$ cat src/hw/rtl/lpd_pkg.sv
// Shared types and constants for the length-prefixed deframer.
package lpd_pkg;

   // Header layout: 32-bit length then 16-bit type, both big-endian
   localparam int unsigned HEADER_BYTES = 6;
   localparam int unsigned COUNT_W      = 3;
   localparam int unsigned LEN_W        = 32;
   localparam int unsigned TYPE_W       = 16;
   localparam int unsigned BYTE_W       = 8;

   // Reset value of the maximum body length register
   localparam logic [LEN_W-1:0] MAX_BODY_LEN_RESET = 32'd1048576;

   // Last header byte position, as a counter value
   localparam logic [COUNT_W-1:0] HEADER_LAST = COUNT_W'(HEADER_BYTES - 1);

   // Deframer phase
   typedef enum logic [1:0] {
      PH_HEADER = 2'd0,
      PH_BODY   = 2'd1,
      PH_ERROR  = 2'd2
   } phase_type;

   // Result kind carried on tuser
   typedef enum logic [1:0] {
      KIND_BODY  = 2'd0,
      KIND_EMPTY = 2'd1,
      KIND_ERROR = 2'd2
   } kind_type;

   // Result payload: body byte, message type, length (lowest field first)
   typedef struct packed {
      logic [LEN_W-1:0]  bad_length;
      logic [TYPE_W-1:0] msg_type;
      logic [BYTE_W-1:0] body_byte;
   } rsp_data_type;

endpackage

$ cat src/hw/rtl/length_prefixed_deframer.sv
// Length-prefixed deframer: header parse, body pass-through, oversize trap.
//
//   Channel  Direction  Handshake              Payload
//   req      in         req_tvalid/req_tready  tdata[7:0] stream byte
//   rsp      out        rsp_tvalid/rsp_tready  tdata body/type/length, tuser kind, tlast
//   csr      in         csr_valid/csr_ready    csr_data max body length
//
// One byte is taken per cycle while the output register is empty or draining;
// each beat is decoded in the cycle it is accepted and any result lands in the
// output register on the same edge. A result is visible in the cycle after its
// byte and waits there while rsp_tready is low; a new byte is still taken in that
// cycle if the output register is empty or being drained. Synchronous reset returns
// to header collection and clears the sticky error phase; csr_ready is always high.
module length_prefixed_deframer (
   input  logic        clock,
   input  logic        reset,
   // Input stream
   input  logic        req_tvalid,
   output logic        req_tready,
   input  logic [7:0]  req_tdata,   // [7:0] stream_byte
   // Result stream
   output logic        rsp_tvalid,
   input  logic        rsp_tready,
   output logic [55:0] rsp_tdata,   // [7:0] body_byte, [23:8] msg_type, [55:24] bad_length
   output logic [1:0]  rsp_tuser,   // [1:0] result_kind
   output logic        rsp_tlast,   // last_of_body
   // Configuration
   input  logic        csr_valid,
   output logic        csr_ready,
   input  logic [31:0] csr_data     // max_body_len
);

   lpd_pkg::phase_type              phase_ff, phase_in;
   logic [lpd_pkg::COUNT_W-1:0]     count_ff, count_in;
   logic [lpd_pkg::LEN_W-1:0]       length_ff, length_in;
   logic [lpd_pkg::TYPE_W-1:0]      type_ff, type_in;
   logic [lpd_pkg::LEN_W-1:0]       remain_ff, remain_in;
   logic [lpd_pkg::LEN_W-1:0]       max_len_ff;

   logic                            rsp_valid_ff, rsp_valid_in;
   lpd_pkg::rsp_data_type           rsp_data_ff, rsp_data_in;
   lpd_pkg::kind_type               rsp_kind_ff, rsp_kind_in;
   logic                            rsp_last_ff, rsp_last_in;

   logic                            req_beat;
   logic                            produce;
   logic [lpd_pkg::LEN_W-1:0]       hdr_length;
   logic [lpd_pkg::TYPE_W-1:0]      hdr_type;

   // Take a byte when the output register is free or draining this cycle
   assign req_tready = !rsp_valid_ff || rsp_tready;
   assign req_beat   = req_tvalid && req_tready;
   assign csr_ready  = 1'b1;

   // Header shift: type byte moves up into the length word
   assign hdr_length = {length_ff[lpd_pkg::LEN_W-9:0], type_ff[lpd_pkg::TYPE_W-1:8]};
   assign hdr_type   = {type_ff[7:0], req_tdata};

   // Next state and result for the beat being accepted
   always_comb begin
      phase_in    = phase_ff;
      count_in    = count_ff;
      length_in   = length_ff;
      type_in     = type_ff;
      remain_in   = remain_ff;
      produce     = 1'b0;
      rsp_kind_in = lpd_pkg::KIND_BODY;
      rsp_last_in = 1'b0;
      rsp_data_in = '0;

      if (req_beat) begin
         case (phase_ff)
            lpd_pkg::PH_HEADER: begin
               length_in = hdr_length;
               type_in   = hdr_type;
               count_in  = count_ff + 1'b1;
               if (count_ff == lpd_pkg::HEADER_LAST) begin
                  count_in             = '0;
                  rsp_data_in.msg_type = hdr_type;
                  if (hdr_length > max_len_ff) begin
                     // Oversize: report once and trap
                     phase_in               = lpd_pkg::PH_ERROR;
                     produce                = 1'b1;
                     rsp_kind_in            = lpd_pkg::KIND_ERROR;
                     rsp_data_in.bad_length = hdr_length;
                  end else if (hdr_length == '0) begin
                     produce     = 1'b1;
                     rsp_kind_in = lpd_pkg::KIND_EMPTY;
                     rsp_last_in = 1'b1;
                  end else begin
                     remain_in = hdr_length;
                     phase_in  = lpd_pkg::PH_BODY;
                  end
               end
            end
            lpd_pkg::PH_BODY: begin
               produce                = 1'b1;
               rsp_kind_in            = lpd_pkg::KIND_BODY;
               rsp_data_in.body_byte  = req_tdata;
               rsp_data_in.msg_type   = type_ff;
               rsp_data_in.bad_length = length_ff;
               if (remain_ff <= lpd_pkg::LEN_W'(1)) begin
                  rsp_last_in = 1'b1;
                  remain_in   = '0;
                  phase_in    = lpd_pkg::PH_HEADER;
               end else begin
                  remain_in = remain_ff - 1'b1;
               end
            end
            default: begin
               // Error phase (and any stray code): drop the byte
               phase_in = phase_ff;
            end
         endcase
      end

      // Output register valid: load, drain or hold
      if (produce) begin
         rsp_valid_in = 1'b1;
      end else if (rsp_tready) begin
         rsp_valid_in = 1'b0;
      end else begin
         rsp_valid_in = rsp_valid_ff;
      end
   end

   // Control state
   always_ff @(posedge clock) begin
      if (reset) begin
         phase_ff     <= lpd_pkg::PH_HEADER;
         count_ff     <= '0;
         length_ff    <= '0;
         type_ff      <= '0;
         remain_ff    <= '0;
         rsp_valid_ff <= 1'b0;
      end else begin
         phase_ff     <= phase_in;
         count_ff     <= count_in;
         length_ff    <= length_in;
         type_ff      <= type_in;
         remain_ff    <= remain_in;
         rsp_valid_ff <= rsp_valid_in;
      end
   end

   // Configuration register
   always_ff @(posedge clock) begin
      if (reset) begin
         max_len_ff <= lpd_pkg::MAX_BODY_LEN_RESET;
      end else if (csr_valid && csr_ready) begin
         max_len_ff <= csr_data;
      end
   end

   // Result payload: load only with a new result
   always_ff @(posedge clock) begin
      if (produce) begin
         rsp_data_ff <= rsp_data_in;
         rsp_kind_ff <= rsp_kind_in;
         rsp_last_ff <= rsp_last_in;
      end
   end

   assign rsp_tvalid = rsp_valid_ff;
   assign rsp_tdata  = rsp_data_ff;
   assign rsp_tuser  = rsp_kind_ff;
   assign rsp_tlast  = rsp_last_ff;

   // An error result always leaves the block trapped
   a_error_traps: assert property (@(posedge clock) disable iff (reset)
      (rsp_tvalid && rsp_tuser == lpd_pkg::KIND_ERROR) |-> (phase_ff == lpd_pkg::PH_ERROR))
      else $error("error result without error phase");

   // An empty packet ends its body and carries no length
   a_empty_shape: assert property (@(posedge clock) disable iff (reset)
      (rsp_tvalid && rsp_tuser == lpd_pkg::KIND_EMPTY) |->
         (rsp_tlast && rsp_tdata[55:24] == '0 && rsp_tdata[7:0] == '0))
      else $error("malformed empty packet result");

   // Body phase always has bytes left to pass on
   a_body_remaining: assert property (@(posedge clock) disable iff (reset)
      (phase_ff == lpd_pkg::PH_BODY) |-> (remain_ff != '0))
      else $error("body phase with nothing remaining");

   // Header counter stays within the header
   a_count_range: assert property (@(posedge clock) disable iff (reset)
      (count_ff <= lpd_pkg::HEADER_LAST) && (phase_ff == lpd_pkg::PH_HEADER || count_ff == '0))
      else $error("header counter out of range");

   // A stalled result is not overwritten by a new byte
   a_no_overwrite: assert property (@(posedge clock) disable iff (reset)
      (rsp_tvalid && !rsp_tready) |-> !req_tready)
      else $error("input taken while result stalled");

endmodule
$ cat config.mk
export PLATFORM = sky130hd
export DESIGN_NAME = length_prefixed_deframer
export DESIGN_NICKNAME = d
export VERILOG_FILES = /design/src/hw/rtl/lpd_pkg.sv /design/src/hw/rtl/length_prefixed_deframer.sv
export SDC_FILE = /design/constraint.sdc
export NUM_CORES = 1
export LEC_CHECK = 0
export ABC_CLOCK_PERIOD_IN_PS = 3470
export BUFFER_PORTS_ARGS = -buffer_cell sky130_fd_sc_hd__buf_2
export CAP_MARGIN = 10
export CORE_MARGIN = 10
export CORE_UTILIZATION = 35
export CTS_BUF_LIST = sky130_fd_sc_hd__clkbuf_8
export DETAILED_ROUTE_END_ITERATION = 10
export GPL_ROUTABILITY_DRIVEN = 0
export PLACE_DENSITY = 0.64
export SYNTH_ARGS = -nofsm -noshare
export SYNTH_HDL_FRONTEND = slang
export SYNTH_SLANG_ARGS = --single-unit
$ cat constraint.sdc
create_clock -name clock -period 3.47 [get_ports clock]
set_input_delay 0.5205 -clock clock [delete_from_list [all_inputs] [get_ports clock]]
set_output_delay 0.5205 -clock clock [all_outputs]
set_load 0.005 [all_outputs]
# ---- Word-level counts from Yosys, hierarchy flattened
# Cells that the tools add are included.
dict set report totals {
  register_bits 177
  latchBits 0
  ram_bits 0
  mem_bits_ro 0
  input_bits 45
  word_cells 67
  mem_count 0
}
dict set report classes {
  n_addsub 2
  n_mul 0
  div 0
  order_cmp 2
  eq_ne 7
  shifts 0
  n_mux 27
  bitwise 3
  n_reduce_logical 13
}
# op count
set ops {}
lappend ops {{32-bit two-way mux} 5}
lappend ops {{48-bit one-hot mux with 2 select lines} 1}
lappend ops {{32-bit one-hot mux with 2 select lines} 1}
lappend ops {{48-bit two-way mux} 1}
lappend ops {{32-bit > comparator} 1}
lappend ops {{32-bit by 1-bit <= comparator with 1-bit output, second input constant} 1}
lappend ops {{32-bit logical NOT} 1}
lappend ops {{32-bit by 1-bit subtractor with 32-bit output, second input constant} 1}
lappend ops {{1-bit two-way mux} 10}
lappend ops {{2-bit two-way mux} 5}
lappend ops {{5-bit AND reduction} 2}
lappend ops {{2-bit != test, second input constant} 4}
lappend ops {{1-bit one-hot mux with 2 select lines} 2}
lappend ops {{2-bit one-hot mux with 2 select lines} 1}
lappend ops {{2-bit AND reduction} 2}
lappend ops {{2-bit nonzero test} 2}
lappend ops {{4-bit OR reduction} 1}
lappend ops {{3-bit by 1-bit adder with 3-bit output, second input constant} 1}
lappend ops {{3-bit == test, second input constant} 1}
lappend ops {{3-bit two-way mux} 1}
lappend ops {{3-bit != test, second input constant} 1}
lappend ops {{1-bit NOT} 3}
lappend ops {{3-bit AND reduction} 1}
lappend ops {{2-bit by 1-bit == test with 1-bit output, second input constant} 1}
lappend ops {{4 further kinds} 4}

# ---- Logic depth before layout (Yosys ltp)
dict set report logic_depth {
  ltp_word 7
  mapped_depth 11
  depth_no_buf 9
}

# ---- Worst setup path before layout
# OpenSTA, ideal clock, no wires.
dict set report synth_timing {
  path_kind {register -> register}
  from {register length_ff[7] (netlist bit)}
  to {register rsp_data_ff (netlist bit rsp_tdata[0]), enable pin}
  setup_ps 657
  arrival_time_ps 2765
  t_required_ps 2813
  slack_ps 48
  path_stages_with_launch 8
  period_less_slack_ps 3422
  cell_sequence {dfxtp_1 ha_1 nand4_1 nor4_1 nor2b_1 o31a_1 o31ai_1 nand2_1}
}
dict set report synth_via {
  elab_chain_cells 6
}
# item line
set synth_rtl {}
lappend synth_rtl {{start: declaration} length_prefixed_deframer.sv:35} ;# logic [lpd_pkg::LEN_W-1:0] length_ff, length_in;
lappend synth_rtl {{start signal: assignment} length_prefixed_deframer.sv:139} ;# length_ff <= length_in;
lappend synth_rtl {{branches (longest 2 deep; another with 32-bit > comparator)} --}
lappend synth_rtl {{1-bit two-way mux *} length_prefixed_deframer.sv:80} ;# if (hdr_length > max_len_ff) begin
lappend synth_rtl {{1-bit two-way mux *} length_prefixed_deframer.sv:77} ;# if (count_ff == lpd_pkg::HEADER_LAST) begin
lappend synth_rtl {{1-bit one-hot mux with 2 select lines *} length_prefixed_deframer.sv:72} ;# case (phase_ff)
lappend synth_rtl {{1-bit two-way mux *} length_prefixed_deframer.sv:71} ;# if (req_beat) begin
lappend synth_rtl {{named net produce} length_prefixed_deframer.sv:46} ;# logic produce;
lappend synth_rtl {{end signal: assignment} length_prefixed_deframer.sv:158} ;# rsp_data_ff <= rsp_data_in;
lappend synth_rtl {{end: declaration} length_prefixed_deframer.sv:41} ;# lpd_pkg::rsp_data_type rsp_data_ff, rsp_data_in;
# Mark *: on every way through the listed nets, which the timed path passes.
# A chain may end at the register's enable or synchronous reset.

# ---- Final worst setup path
dict set report layout_timing {
  from {register length_ff[23] (netlist bit)}
  to {register rsp_data_ff (netlist bit rsp_tdata[55]) (data pin)}
}
dict set report layout_via {
  elab_chain_cells 4
}
# item line
set layout_rtl {}
lappend layout_rtl {{32-bit > comparator} length_prefixed_deframer.sv:80}
lappend layout_rtl {{32-bit two-way mux *} length_prefixed_deframer.sv:80}
lappend layout_rtl {{48-bit two-way mux *} length_prefixed_deframer.sv:77}
lappend layout_rtl {{48-bit one-hot mux with 2 select lines *} length_prefixed_deframer.sv:72}
# Mark *: on every way between the ends. The rest lies on a longest branch, timed or not.

==> results.py <==
metrics = {
    "outcome": {
        "status": "finished, final reports clean",
    },
    "cells_and_area": {
        "fin_nets": 1128,
        "layout-drive-gt1-share": 0.1883,
        "postLayoutCellArea_mm2": 0.01003,
        "syn_to_final_growth_pct": 16.98,
        "stdcell_count": 1389,
        "fin_util": 0.4137,
    },
    "critical_path": {
        "end_kind": "flop",
        "crit_chain": "ha_1, nand4_1, nor4_1, nor2b_1, o31ai_1, a21oi_2, buf_4, a22oi_1, nor2_1",
        "cp-start-kind": "flop",
        "cp.arrival_ps": 3310,
        "critPathKind": "flop to flop",
        "max_stage_delay_ps": 640,
        "r2r_start": "length_ff[23]",
        "critPathBufInv": 1,
        "critPathRequiredTime_ps": 3810,
        "cp_top_family": "simple AND/OR/NAND/NOR gates",
        "slowest_stage": "nor4_1",
        "startpoint": "length_ff[23]",
        "critPathMaxFanout": 32,
    },
    "global_routing": {
        "antenna_found_initial": 4,
        "grt_usage": 0.1623,
        "gr-usage-met2": 0.2373,
        "grt_max_degree": 114,
        "grt_pass1_vias": 7055,
        "met1_usage": 0.2173,
        "use_met3": 0.05276,
        "grt-busiest-layer": "met2",
        "grt_pass1_wl_um": 40220,
        "grt_overflow_total": 0,
    },
    "floorplanning": {
        "io_pins": 107,
        "core-area_mm2": 0.02425,
        "dieArea_mm2": 0.03116,
        "fp.dieW_um": 176.5,
        "start_util": 0.3537,
        "fp-row-count": 57,
        "fp.dieH_um": 176.5,
    },
    "synthesis": {
        "syn_area_mm2": 0.008576,
        "ys.flop_type": "dfxtp_1",
        "synthCells": 942,
        "synthArstFlopShare": 0,
        "yosys.cell_types.count": 57,
        "synth_seq_cells": 177,
        "synth_edf_count": 59,
        "ys_seq_area_frac": 0.4821,
        "syn_avg_cell_area_um2": 9.104,
        "yosys_warnings": 0,
        "syn_nets": 1021,
    },
    "placement": {
        "postPlaceCellArea_mm2": 0.009627,
        "port_buffers": 105,
        "hpwl_um": 18050,
        "place_inst": 1353,
    },
    "timing": {
        "clock_skew_ps": 8.964,
        "fmax_ghz": 0.3367,
        "finalMaxSlewViolations": 0,
        "setup-tns-final_ps": 0,
        "period_share": 0.8558,
        "post-route-min-period_ps": 2970,
        "worst_pin_slew_ps": 950.7,
        "setup_viol": 0,
        "slew_headroom": 0.3662,
        "final_hold_viol_count": 0,
        "grt_setup_unrepaired": "no",
        "hold_ws_ps": 273.6,
    },
    "detailed_routing": {
        "wire_per_inst_um": 18.78,
        "dr.pass1.iters": 6,
        "drc": 0,
        "ant_nets": 0,
        "vias": 7553,
        "wl_um": 26080,
        "drtIter0Drc": 795,
        "via_per_inst": 5.438,
    },
    "power": {
        "powerDensity_mw_per_mm2": 383.3,
        "leakagePower_uw": 0.003937,
        "peakVddDrop_uv": 186.3,
    },
    "cts": {
        "hold_buffers": 0,
        "htree_levels": 4,
        "cts_made_buffers": 17,
        "cts.clk_slew.worst_paths_ps": 100,
        "clockBufferDepth": 2,
        "postCtsSetupRepairBufs": 0,
        "clock-sinks": 177,
        "cts_root_buf": "clkbuf_8",
        "cts.repair.resized": 0,
        "clk-insertion-delay-late_ps": 480,
        "cts_tree": "built",
    },
    "run": {
        "cap_violations": 0,
    },
    "hold_path": {
        "min_path_type": "input pin to flop",
        "hp-start": "csr_data[31]",
    },
}
==> final cells by class <==
class	instances	area, um^2
fillers	2452	14220
inverters	40	150.1
multi-input cells	658	4004
clock inverters	15	148.9
diodes	3	7.507
flip-flops and latches	177	4134
well taps	324	405.4
repair buffers	155	948.4
clock buffers	17	234.0
==> per-layer routing <==
metal / up-vias / routed length, um
met1: 3507 / 11330
met2: 346 / 11420
met5: - / 32
met3: 58 / 2604
met4: 4 / 697
li1: 3638 / -
==> final timing paths <==
| kind | to | slack [ps] | depth (start not counted) |
|---|---|---|---|
| setup / recovery | rsp_tdata[55] | 500 | 9 |
| setup reg to reg | rsp_tdata[55] | 500 | 9 |
| hold / removal | max_len_ff[31] | 270 | 3 |
| hold reg to reg | length_ff[25] | 460 | 2 |
==> synth_stat cells (10+ instances only) <==
master,count,area [um^2]
a21oi_1,78,390.4
a22o_1,17,148.9
a22oi_1,44,330.3
a32o_1,25,250.2
and3_1,11,68.82
clkbuf_1,45,168.9
dfxtp_1,118,2362
edfxtp_1,59,1772
ha_1,34,425.4
inv_1,40,150.1
mux2i_1,33,330.3
nand2_1,136,510.5
nand4_1,10,62.56
nor2_1,109,409.1
nor3_1,20,100.1
nor4_1,21,131.4
o21ai_0,16,80.08
o21ai_1,14,70.07
o22ai_1,11,68.82
==> flip-flops by register name, indices dropped and copies added (netlist names) <==
signal      count
rsp_tdata      56
length_ff      32
max_len_ff     32
remain_ff      32
type_ff        16
count_ff        3
phase_ff        2
rsp_tuser       2
rsp_tlast       1
rsp_tvalid      1
==> kinds of logic (layout without fill, tap and decap cells) <==
kind of cell	Yosys count	in the layout	synth area share
other	1	4	0.0004373
adders and majority gates	34	34	0.04961
buffers and inverters	107	227	0.05296
DFF	177	177	0.4821
AOI/OAI and AO/OA	240	240	0.1907
muxes	33	33	0.03852
and+or+nand+nor	346	346	0.1816
xor gates and xnor gates	4	4	0.004086
==> worst register-to-register path, delay by kind of cell, from the launching register on <==
kind	cells	cell delay, ps
AND/OR/NAND/NOR	4	1200
flip-flops	1	400
AO/OA/AOI/OAI	3	550
buffers and inverters	1	330
adder cells (fa/ha/maj)	1	350
==> metrics by stage <==
step | setup slack [ps] | total power (uW)
global placement | 620.7 | 2508
global route | 291.8 | 3997
detailed placement | 601.7 | 2514
CTS | 543.6 | 3873
finish | 500.2 | 3845
floorplan | 47.89 | 2402
==> layout by cell type (no fill, tap or decap), drive strengths merged, types with 6 or more instances in the layout <==
cell type  netlist  final
buf             22    155
nand2          136    136
dfxtp          118    118
nor2           111    111
a21oi           78     78
edfxtp          59     59
inv             40     46
a22oi           44     44
ha              34     34
mux2i           33     33
o21ai           31     31
a32o            25     25
nor4            22     22
nor3            21     21
a22o            17     17
clkbuf          45     17
and3            11     11
o22ai           11     11
nand4           10     10
nand3            9      9
a32oi            7      7
nand2b           6      6
==> power breakdown <==
group	internal, uW	switching [uW]
clock	529	847
sequential	2160	24.5
combinational	104	181
total	2790	1050
Power figures use the tool's default switching activity.
